===== config.mk =====
export PLATFORM = sky130hd
export DESIGN_NAME = stepped_rf_gain_agc_unit
export DESIGN_NICKNAME = d
export VERILOG_FILES = /design/src/hdl/sragc_pkg.sv /design/src/hdl/sragc_cfg.sv /design/src/hdl/sragc_step.sv /design/src/hdl/stepped_rf_gain_agc_unit.sv
export SDC_FILE = /design/constraint.sdc
export NUM_CORES = 1
export LEC_CHECK = 0
export ABC_AREA = 1
export BUFFER_PORTS_ARGS = -buffer_cell sky130_fd_sc_hd__buf_2
export CORE_MARGIN = 4
export CORE_UTILIZATION = 45
export DETAILED_ROUTE_END_ITERATION = 10
export SLEW_MARGIN = 40
export SYNTH_ARGS = -nofsm -noshare
export SYNTH_HDL_FRONTEND = slang
export SYNTH_SLANG_ARGS = --single-unit

===== constraint.sdc =====
create_clock -name clk -period 18.65 [get_ports clk]
set_input_delay 3.73 -clock clk [delete_from_list [all_inputs] [get_ports clk]]
set_output_delay 3.73 -clock clk [all_outputs]
set_load 0.01 [all_outputs]

===== src/hdl/sragc_pkg.sv =====
package sragc_pkg;

    // Gain limits and step sizes, in dB
    localparam logic [3:0] LNA_STEP_DB  = 4'd14;
    localparam logic [5:0] MIXER_MAX_DB = 6'd40;
    localparam logic [5:0] IF_MAX_DB    = 6'd62;

    // Gain state after reset
    localparam logic [3:0] LNA_RESET_DB   = 4'd14;
    localparam logic [5:0] MIXER_RESET_DB = 6'd24;
    localparam logic [5:0] IF_RESET_DB    = 6'd20;

    // Limit registers
    localparam int          CFG_DATA_W         = 8;
    localparam logic        REG_UPPER_LIMIT    = 1'b0;
    localparam logic        REG_LOWER_LIMIT    = 1'b1;
    localparam logic [7:0]  UPPER_LIMIT_RESET  = 8'hF1;   // -15 dB
    localparam logic [7:0]  LOWER_LIMIT_RESET  = 8'hE7;   // -25 dB

    // The three stage gains as one group
    typedef struct packed {
        logic [3:0] lna_db;
        logic [5:0] mixer_db;
        logic [5:0] if_db;
    } gain_t;

    // Both limits as one group
    typedef struct packed {
        logic signed [7:0] upper_db;
        logic signed [7:0] lower_db;
    } limits_t;

endpackage


===== src/hdl/sragc_cfg.sv =====
module sragc_cfg
(
    input  logic                                clk,
    input  logic                                rst_n,
    input  logic                                cfg_wr_en,
    input  logic                                cfg_addr,
    input  logic [sragc_pkg::CFG_DATA_W-1:0]    cfg_wdata,
    output sragc_pkg::limits_t                  limits
);

    logic [7:0] upper_reg;
    logic [7:0] lower_reg;

    // Limit registers, written without handshake
    always_ff @(posedge clk or negedge rst_n)
    begin
        if (!rst_n)
        begin
            upper_reg <= sragc_pkg::UPPER_LIMIT_RESET;
            lower_reg <= sragc_pkg::LOWER_LIMIT_RESET;
        end
        else if (cfg_wr_en)
        begin
            case (cfg_addr)
                sragc_pkg::REG_UPPER_LIMIT: upper_reg <= cfg_wdata;
                sragc_pkg::REG_LOWER_LIMIT: lower_reg <= cfg_wdata;
                default:                    upper_reg <= upper_reg;
            endcase
        end
    end

    assign limits.upper_db = upper_reg;
    assign limits.lower_db = lower_reg;

endmodule


===== src/hdl/sragc_step.sv =====
module sragc_step
(
    input  logic signed [15:0]  power,
    input  sragc_pkg::limits_t  limits,
    input  sragc_pkg::gain_t    cur,
    output sragc_pkg::gain_t    nxt,
    output logic [2:0]          mask
);

    logic signed [15:0] up_q8;
    logic signed [15:0] lo_q8;
    logic               above;
    logic               below;
    logic [16:0]        diff_up;
    logic [16:0]        diff_lo;
    logic [7:0]         mag;

    // raise path
    logic [3:0]         r_lna;
    logic [7:0]         r_c1;
    logic [8:0]         r_mix_sum;
    logic [5:0]         r_mix;
    logic [8:0]         r_c2_full;
    logic [7:0]         r_c2;
    logic [8:0]         r_if_sum;
    logic [5:0]         r_if;

    // reduce path
    logic [7:0]         l_if_sub;
    logic [5:0]         l_if;
    logic [7:0]         l_m2;
    logic [7:0]         l_mix_sub;
    logic [5:0]         l_mix;
    logic [7:0]         l_m3;
    logic [3:0]         l_lna;

    // Limit compare on Q8.8; correction magnitude is the difference, truncated
    always_comb
    begin
        up_q8   = {limits.upper_db, 8'h00};
        lo_q8   = {limits.lower_db, 8'h00};
        above   = power > up_q8;
        below   = power < lo_q8;
        diff_up = {power[15], power} - {up_q8[15], up_q8};
        diff_lo = {lo_q8[15], lo_q8} - {power[15], power};
        if (above)
            mag = diff_up[15:8];
        else if (below)
            mag = diff_lo[15:8];
        else
            mag = 8'd0;
    end

    // Raise: LNA first, then mixer in 8 dB steps, then IF in 2 dB steps
    always_comb
    begin
        if (mag >= {4'd0, sragc_pkg::LNA_STEP_DB} && cur.lna_db < sragc_pkg::LNA_STEP_DB)
        begin
            r_lna = sragc_pkg::LNA_STEP_DB;
            r_c1  = mag - {4'd0, sragc_pkg::LNA_STEP_DB};
        end
        else
        begin
            r_lna = cur.lna_db;
            r_c1  = mag;
        end
        r_mix_sum = {3'd0, cur.mixer_db} + {1'b0, r_c1[7:3], 3'b000};
        r_mix     = (r_mix_sum > {3'd0, sragc_pkg::MIXER_MAX_DB}) ?
                    sragc_pkg::MIXER_MAX_DB : r_mix_sum[5:0];
        // leftover after the mixer cap
        r_c2_full = {1'b0, r_c1} + {3'd0, cur.mixer_db} - {3'd0, r_mix};
        r_c2      = r_c2_full[7:0];
        r_if_sum  = {3'd0, cur.if_db} + {1'b0, r_c2[7:1], 1'b0};
        r_if      = (r_if_sum > {3'd0, sragc_pkg::IF_MAX_DB}) ?
                    sragc_pkg::IF_MAX_DB : r_if_sum[5:0];
    end

    // Reduce: IF first, then mixer, then LNA, each floored at zero
    always_comb
    begin
        l_if_sub  = {mag[7:1], 1'b0};
        l_if      = ({2'd0, cur.if_db} >= l_if_sub) ?
                    (cur.if_db - l_if_sub[5:0]) : 6'd0;
        l_m2      = mag - {2'd0, cur.if_db} + {2'd0, l_if};
        l_mix_sub = {l_m2[7:3], 3'b000};
        l_mix     = ({2'd0, cur.mixer_db} >= l_mix_sub) ?
                    (cur.mixer_db - l_mix_sub[5:0]) : 6'd0;
        l_m3      = l_m2 - {2'd0, cur.mixer_db} + {2'd0, l_mix};
        // LNA holds 0 or 14, so any whole 14 dB step turns it off
        l_lna     = (l_m3 >= {4'd0, sragc_pkg::LNA_STEP_DB}) ? 4'd0 : cur.lna_db;
    end

    // Upper limit test wins when limits cross
    always_comb
    begin
        if (above)
        begin
            nxt.lna_db   = l_lna;
            nxt.mixer_db = l_mix;
            nxt.if_db    = l_if;
        end
        else if (below)
        begin
            nxt.lna_db   = r_lna;
            nxt.mixer_db = r_mix;
            nxt.if_db    = r_if;
        end
        else
        begin
            nxt = cur;
        end
        mask[0] = nxt.lna_db   != cur.lna_db;
        mask[1] = nxt.mixer_db != cur.mixer_db;
        mask[2] = nxt.if_db    != cur.if_db;
    end

endmodule


===== src/hdl/stepped_rf_gain_agc_unit.sv =====
// Stepped RF gain AGC.
// Input channel (in_valid/in_ready, power_db_q8): one power reading per
// transaction, signed Q8.8 dB. Output channel (out_valid/out_ready): one
// transaction per input carrying the LNA, mixer and IF gains after the
// update plus a mask of which gains moved.
// Limits are written through cfg_wr_en/cfg_addr/cfg_wdata (index 0 upper,
// index 1 lower, whole dB signed); write them only while no transaction is
// in flight.
// Path: the reading passes the input register, then the result register that
// also holds the gain state; out_valid rises once the result register has
// loaded the update.
// Throughput: one transaction per cycle while out_ready is high; the gain
// update loop through the result register sets that rate.
// Reset: limits -15/-25 dB, gains 14/24/20 dB, both channels empty.
// Stall: with out_ready low the result holds and the input register still
// takes one more reading; in_ready then drops until the result is taken.
module stepped_rf_gain_agc_unit
(
    input  logic                                clk,
    input  logic                                rst_n,
    input  logic                                cfg_wr_en,
    input  logic                                cfg_addr,
    input  logic [sragc_pkg::CFG_DATA_W-1:0]    cfg_wdata,
    input  logic                                in_valid,
    output logic                                in_ready,
    input  logic signed [15:0]                  power_db_q8,
    output logic                                out_valid,
    input  logic                                out_ready,
    output logic [3:0]                          lna_gain_db,
    output logic [5:0]                          mixer_gain_db,
    output logic [5:0]                          if_gain_db,
    output logic [2:0]                          changed_mask
);

    sragc_pkg::limits_t limits;
    sragc_pkg::gain_t   gain_reg;
    sragc_pkg::gain_t   gain_next;
    logic               in_valid_reg;
    logic signed [15:0] power_reg;
    logic               out_valid_reg;
    logic [2:0]         mask_reg;
    logic [2:0]         mask_next;
    logic               advance;

    sragc_cfg u_cfg
    (
        .clk       (clk),
        .rst_n     (rst_n),
        .cfg_wr_en (cfg_wr_en),
        .cfg_addr  (cfg_addr),
        .cfg_wdata (cfg_wdata),
        .limits    (limits)
    );

    sragc_step u_step
    (
        .power  (power_reg),
        .limits (limits),
        .cur    (gain_reg),
        .nxt    (gain_next),
        .mask   (mask_next)
    );

    // Handshake: result slot frees on take, input slot frees on advance
    assign advance  = in_valid_reg && (!out_valid_reg || out_ready);
    assign in_ready = !in_valid_reg || advance;

    // Input register
    always_ff @(posedge clk or negedge rst_n)
    begin
        if (!rst_n)
            in_valid_reg <= 1'b0;
        else if (in_ready)
            in_valid_reg <= in_valid;
    end

    always_ff @(posedge clk)
    begin
        if (in_valid && in_ready)
            power_reg <= power_db_q8;
    end

    // Result register; the gains double as the AGC state
    always_ff @(posedge clk or negedge rst_n)
    begin
        if (!rst_n)
        begin
            out_valid_reg     <= 1'b0;
            gain_reg.lna_db   <= sragc_pkg::LNA_RESET_DB;
            gain_reg.mixer_db <= sragc_pkg::MIXER_RESET_DB;
            gain_reg.if_db    <= sragc_pkg::IF_RESET_DB;
        end
        else
        begin
            if (advance)
            begin
                out_valid_reg <= 1'b1;
                gain_reg      <= gain_next;
            end
            else if (out_ready)
            begin
                out_valid_reg <= 1'b0;
            end
        end
    end

    always_ff @(posedge clk)
    begin
        if (advance)
            mask_reg <= mask_next;
    end

    assign out_valid     = out_valid_reg;
    assign lna_gain_db   = gain_reg.lna_db;
    assign mixer_gain_db = gain_reg.mixer_db;
    assign if_gain_db    = gain_reg.if_db;
    assign changed_mask  = mask_reg;

endmodule


# After elaboration in Yosys (flattened, before gate mapping)
# Cells that the tools add are included.
[word_totals]
ff_bits = 53
output_inout_bits = 21
elab_cells = 58
[op_classes]
add_sub_neg = 13
order_cmp = 9
eq_ne = 3
mux = 13
n_bitwise = 1
n_reduce_logical = 10
[ops]
columns = ["cell", "n"]
rows = [
  ["$mux 16", 2],
  ["$sub 16x16->16", 2],
  ["$add 8x6->8", 3],
  ["$mux 6", 4],
  ["$mux 8", 3],
  ["$sub 8x6->8", 3],
  ["$add 6x8->9", 2],
  ["$gt 9x6->1 const B", 2],
  ["$ge 6x8->1", 2],
  ["$ge 8x4->1 const B", 2],
  ["$gt 16x16->1", 1],
  ["$lt 16x16->1", 1],
  ["$ne 6x6->1", 2],
  ["$sub 6x6->6", 2],
  ["$mux 4", 2],
  ["$sub 8x4->8 const B", 1],
  ["$lt 4x4->1 const B", 1],
  ["$ne 4x4->1", 1],
  ["$reduce_and 2->1", 2],
  ["$logic_and 1x1->1", 3],
  ["$logic_not 1->1", 2],
  ["$logic_or 1x1->1", 2],
  ["$mux 1", 2],
  ["$reduce_bool 2->1", 1],
  ["$not 1->1", 1],
]

# Logic depth before layout (Yosys ltp)
[depth]
ltp_word = 16
ltp_mapped = 60
depth_no_buf = 60

# Modules after synthesis
# Synthesis repeated with hierarchy kept, for this count alone.
[hier_totals]
hier_cells = 802
hier_area_um2 = 5914.4
[by_module_without_submodules]
columns = ["module", "instances", "cells_per_inst", "area_each_um2", "seq_area_each_um2"]
rows = [
  ["sragc_step", 1, 634, 3895.0, 0.0],
  ["stepped_rf_gain_agc_unit", 1, 98, 1342.5, 1029.7],
  ["sragc_cfg", 1, 70, 676.9, 414.1],
]

# Worst setup path before layout
# Ideal clock, no wire load.
[synth_timing]
path_kind = "register to register"
startpoint = "register u_cfg.upper_reg[0]"
endpoint = "register mask_reg[0] (netlist: changed_mask[0]), data pin"
arrival_ps = 7968
required_time_ps = 18380
setup_slack_ps = 10412
path_stages_with_launch = 54
synth_period_minus_slack_ps = 8238
cell_sequence = "dfstp_2 -> ha_1 -> inv_1 -> fa_1 -> nand2_1 -> nand2_1 -> nand3_1 -> nand2_1 -> xnor2_1 -> nand2_2 -> or2_1 -> nand2_2 -> inv_1 -> ha_1 -> inv_1 -> nor3_1 -> inv_1 -> o211ai_1 -> [18 not listed] -> nand2_1 -> inv_1 -> nand2_1 -> ha_1 -> ha_1 -> a21oi_1 -> inv_1 -> a31oi_1 -> nor2_1 -> nor2_1 -> inv_1 -> a21oi_1 -> inv_1 -> a21o_1 -> a21oi_1 -> xor2_1 -> o21ai_0 -> o22ai_1"
[synth_between]
elab_chain_len = 12
elab_cells_between_ends = 21
[synth_rtl]
columns = ["element", "line", "source"]
rows = [
  ["start: declaration", "sragc_cfg.sv:11", "logic [7:0] upper_reg;"],
  ["start signal: assignment", "sragc_cfg.sv:19", "upper_reg <= sragc_pkg::UPPER_LIMIT_RESET;"],
  ["start signal: assignment", "sragc_cfg.sv:25", "sragc_pkg::REG_UPPER_LIMIT: upper_reg <= cfg_wdata;"],
  ["start signal: assignment", "sragc_cfg.sv:27", "default: upper_reg <= upper_reg;"],
  ["$sub 16x16->16 or $gt 16x16->1 (tied branches)", "sragc_step.sv:44, sragc_step.sv:42", ""],
  ["$mux 8", "sragc_step.sv:46", "if (above)"],
  ["$ge 6x8->1 or $sub 6x6->6 (tied branches)", "sragc_step.sv:82, sragc_step.sv:83", ""],
  ["$mux 6", "sragc_step.sv:82", "l_if = ({2'd0, cur.if_db} >= l_if_sub) ?"],
  ["$add 8x6->8", "sragc_step.sv:84", "l_m2 = mag - {2'd0, cur.if_db} + {2'd0, l_if};"],
  ["$ge 6x8->1 or $sub 6x6->6 (tied branches)", "sragc_step.sv:86, sragc_step.sv:87", ""],
  ["$mux 6", "sragc_step.sv:86", "l_mix = ({2'd0, cur.mixer_db} >= l_mix_sub) ?"],
  ["$add 8x6->8", "sragc_step.sv:88", "l_m3 = l_m2 - {2'd0, cur.mixer_db} + {2'd0, l_mix};"],
  ["$ge 8x4->1", "sragc_step.sv:90", "l_lna = (l_m3 >= {4'd0, sragc_pkg::LNA_STEP_DB}) ? 4'd0 : cur.lna_db;"],
  ["$mux 4", "sragc_step.sv:90", ""],
  ["$mux 16 *", "sragc_step.sv:96", "if (above)"],
  ["$ne 4x4->1 *", "sragc_step.sv:112", "mask[0] = nxt.lna_db != cur.lna_db;"],
  ["net mask_next[0]", "stepped_rf_gain_agc_unit.sv:42", "logic [2:0] mask_next;"],
  ["end signal: assignment", "stepped_rf_gain_agc_unit.sv:110", "mask_reg <= mask_next;"],
  ["end: declaration", "stepped_rf_gain_agc_unit.sv:41", "logic [2:0] mask_reg;"],
]
# The timed path passes the listed nets; every way through them passes the cells marked *.
# A chain may end at the register's enable or synchronous reset.

# Worst setup path after layout
[layout_timing]
startpoint = "register u_cfg.upper_reg[0]"
endpoint = "register gain_reg (netlist bit lna_gain_db[2])"
[layout_between]
elab_chain_len = 11
elab_cells_between_ends = 20
[layout_rtl]
columns = ["element", "line", "source"]
rows = [
  ["$sub 16x16->16 or $gt 16x16->1 (tied branches)", "sragc_step.sv:44, sragc_step.sv:42", ""],
  ["$mux 8", "sragc_step.sv:46", ""],
  ["$ge 6x8->1 or $sub 6x6->6 (tied branches)", "sragc_step.sv:82, sragc_step.sv:83", ""],
  ["$mux 6", "sragc_step.sv:82", ""],
  ["$add 8x6->8", "sragc_step.sv:84", ""],
  ["$ge 6x8->1 or $sub 6x6->6 (tied branches)", "sragc_step.sv:86, sragc_step.sv:87", ""],
  ["$mux 6", "sragc_step.sv:86", ""],
  ["$add 8x6->8", "sragc_step.sv:88", ""],
  ["$ge 8x4->1", "sragc_step.sv:90", ""],
  ["$mux 4", "sragc_step.sv:90", ""],
  ["$mux 16 *", "sragc_step.sv:96", ""],
  ["end signal: assignment", "stepped_rf_gain_agc_unit.sv:98", "gain_reg <= gain_next;"],
  ["end: declaration", "stepped_rf_gain_agc_unit.sv:36", "sragc_pkg::gain_t gain_reg;"],
]
# Mark *: on every way between the ends. The rest lies on a longest branch, timed or not.

==> results.txt <==
Status = complete, no violations
Layout Nets = 951
WP depth = 52
Setup TNS = 0 ns
CP max FO = 22
Flop-to-flop setup slack = 9.12 ns
Hold_ws = 0.491 ns
Max Cap Viol = 0
Clock skew = 0.00496 ns
Setup bufs post-CTS = 0
Critical path required time = 18.87 ns
Flops & latches, synth = 53
Worst setup path class = reg -> reg
Least-Margin Pin Slew = 0.743 ns
Final-report hold violation count = 0
Most used cell, CP = inv_1
CTS root buffer = clkbuf_16
Dpl hpwl = 11,700 um
Antenna Violating Nets Remaining = 0
IO Pins = 51
Ranking of synthesized cells by area = ha_1 14%, nand2_1 11%, edfxtp_1 9.8%
Slowest library cell on the worst path = dfstp_2
Num CTS Buffers = 5
Slew Limit Fails = 0
Fmax = 0.105 GHz
Startpoint Class = register
Worst min-delay path category = reg -> reg
All-Layer GR Usage = 20.3%
Ant diodes = 0
Die H = 122 um
WP buf/inv = 13
Post-CTS Hold Buffers = 0
Vias in the first global route = 5,104
Ratio of cells with drive above 1 in the final layout = 16.8%
Avg WL per Cell = 14.0 um
H-Tree Depth = 2
Clk slew on worst S/H paths = 0.07 ns
# port buffers = 50
Largest net degree at the start of global routing = 35
Post-cts resize count = 0
Fin util = 50.8%
Ys Warns = 0
Clk_lat worst skew = 0.30 ns
# rows = 41
CTS tree = done
Core footprint = 0.0127 mm^2
Count leader, synth = nand2_1
Final period util = 51.1%
Ys flop type = edfxtp_1
Total number of vias = 5,194
Mean Syn Cell Area = 7.36 um^2
Top cell type's share of synthesized area = 14.2%
Hold depth = 2
Largest area contributor in the netlist = ha_1
Post-Syn Area = 0.00583 mm^2
Clock sinks = 53
CTS max path bufs = 2
Die area = 0.0148 mm^2
Largest register FFs = 16
Sequential area share after synthesis = 24.8%
Tmin final = 9.53 ns
Routed WL = 14,200 um
Arr. time, crit path = 9.75 ns
Residual DRC = 0
Cells on worst reg2reg path = 52
Pre-antenna DRT Iters = 5
Antenna violations before repair = 0
Via/cell ratio = 5.13
Post-synthesis cell count = 792
Global-route wire length before repair = 23,900 um
P&R area growth vs syn = 10.4%
RSZ-0062 raised after global routing = false
Max incr delay on CP = 0.54 ns
Fraction of registers with async set/reset = 64.2%
Library cells used by synthesis = 52
Synth cell count leaders = 165 x nand2_1, 142 x inv_1, 66 x ha_1
Die width = 122 um
DR iter-0 viols = 153
Crit end category = register
Final setup fails = 0
GPL Wtd Cong = 0.879
Grt total ovfl = 0
Post-synth EDFFs = 19
Initial Util = 46.0%
Crit path max-delay family = adder cells
Syn nets = 904
Slew HR = 50.4%
-- worst register-to-register path: cells and delay by family, from the launching register on --
family	cells	cell delay [ns]
simple gates	14	1.84
flops	1	0.54
compound gates	14	2.59
xor+xnor	3	0.49
buf+inv	13	1.37
fa+ha+maj	8	2.59
-- layer usage --
layer | part of all wire [%] | vias up | global-route usage, %
met5 | 0 | - | 0
met4 | 3.4 | 0 | 7.91
met3 | 4.2 | 28 | 3.25
met2 | 50 | 112 | 35.9
met1 | 42 | 2415 | 24.5
li1 | - | 2639 | -
-- cells in the final DEF, fill, tap and decap left out, drive strengths merged, types with 2 or more instances in the layout --
| cell | n |
|---|---|
| o22ai | 4 |
| o211ai | 5 |
| ha | 66 |
| nand3b | 3 |
| nand4 | 9 |
| dfrtp | 16 |
| edfxtp | 19 |
| xnor2 | 10 |
| nor2 | 65 |
| nand3 | 53 |
| o21bai | 3 |
| o21ai | 45 |
| a21oi | 44 |
| fa | 16 |
| clkbuf | 5 |
| and2 | 3 |
| dfstp | 18 |
| buf | 50 |
| a21o | 3 |
| nor3 | 10 |
| clkinv | 3 |
| xor2 | 21 |
| bufinv | 2 |
| a31oi | 4 |
| or2 | 12 |
| inv | 150 |
| nand2 | 190 |
-- worst paths after layout --
path	start	to
max reg2reg	u_cfg.upper_reg[0]$_DFFE_PN1P_	lna_gain_db[2]$_DFFE_PN1P_
min reg2reg	u_cfg.upper_reg[3]$_DFFE_PN0P_	u_cfg.upper_reg[3]$_DFFE_PN0P_
min	u_cfg.upper_reg[3]$_DFFE_PN0P_	u_cfg.upper_reg[3]$_DFFE_PN0P_
min in group asynchronous	rst_n	if_gain_db[5]$_DFFE_PN0P_
max in group asynchronous	rst_n	u_cfg.upper_reg[6]$_DFFE_PN1P_
max	u_cfg.upper_reg[0]$_DFFE_PN1P_	lna_gain_db[2]$_DFFE_PN1P_
-- cell families after synthesis --
kind of cell	Yosys count	share of synthesized area [%]
and+or+nand+nor	348	29.1
AOI/OAI and AO/OA	116	11.1
buffers and inverters	162	10.7
DFF	53	24.8
xor gates and xnor gates	31	4.66
adders and majority gates	82	19.7
-- layout make-up --
cell class	instances	area [um^2]
clock buffer	5	125
clock inverter	3	65.1
fill	1275	6240
inverter	152	574
multi-input combinational	577	3760
sequential	53	1440
tap	172	215
timing repair buffer	50	253
-- through the flow --
stage          worst slack (ns)  cells  area (um^2)
2_1_floorplan             10.41    792         5830
3_3_place_gp               9.49   1004         6240
3_5_place_dp               9.21   1004         6240
4_1_cts                    9.14   1012         6430
5_1_grt                    8.04   1012         6430
6_report                   9.12   1012         6430
Power is not shown: default switching activity piles up to over one toggle a cycle in this logic, so the estimate is an artifact.
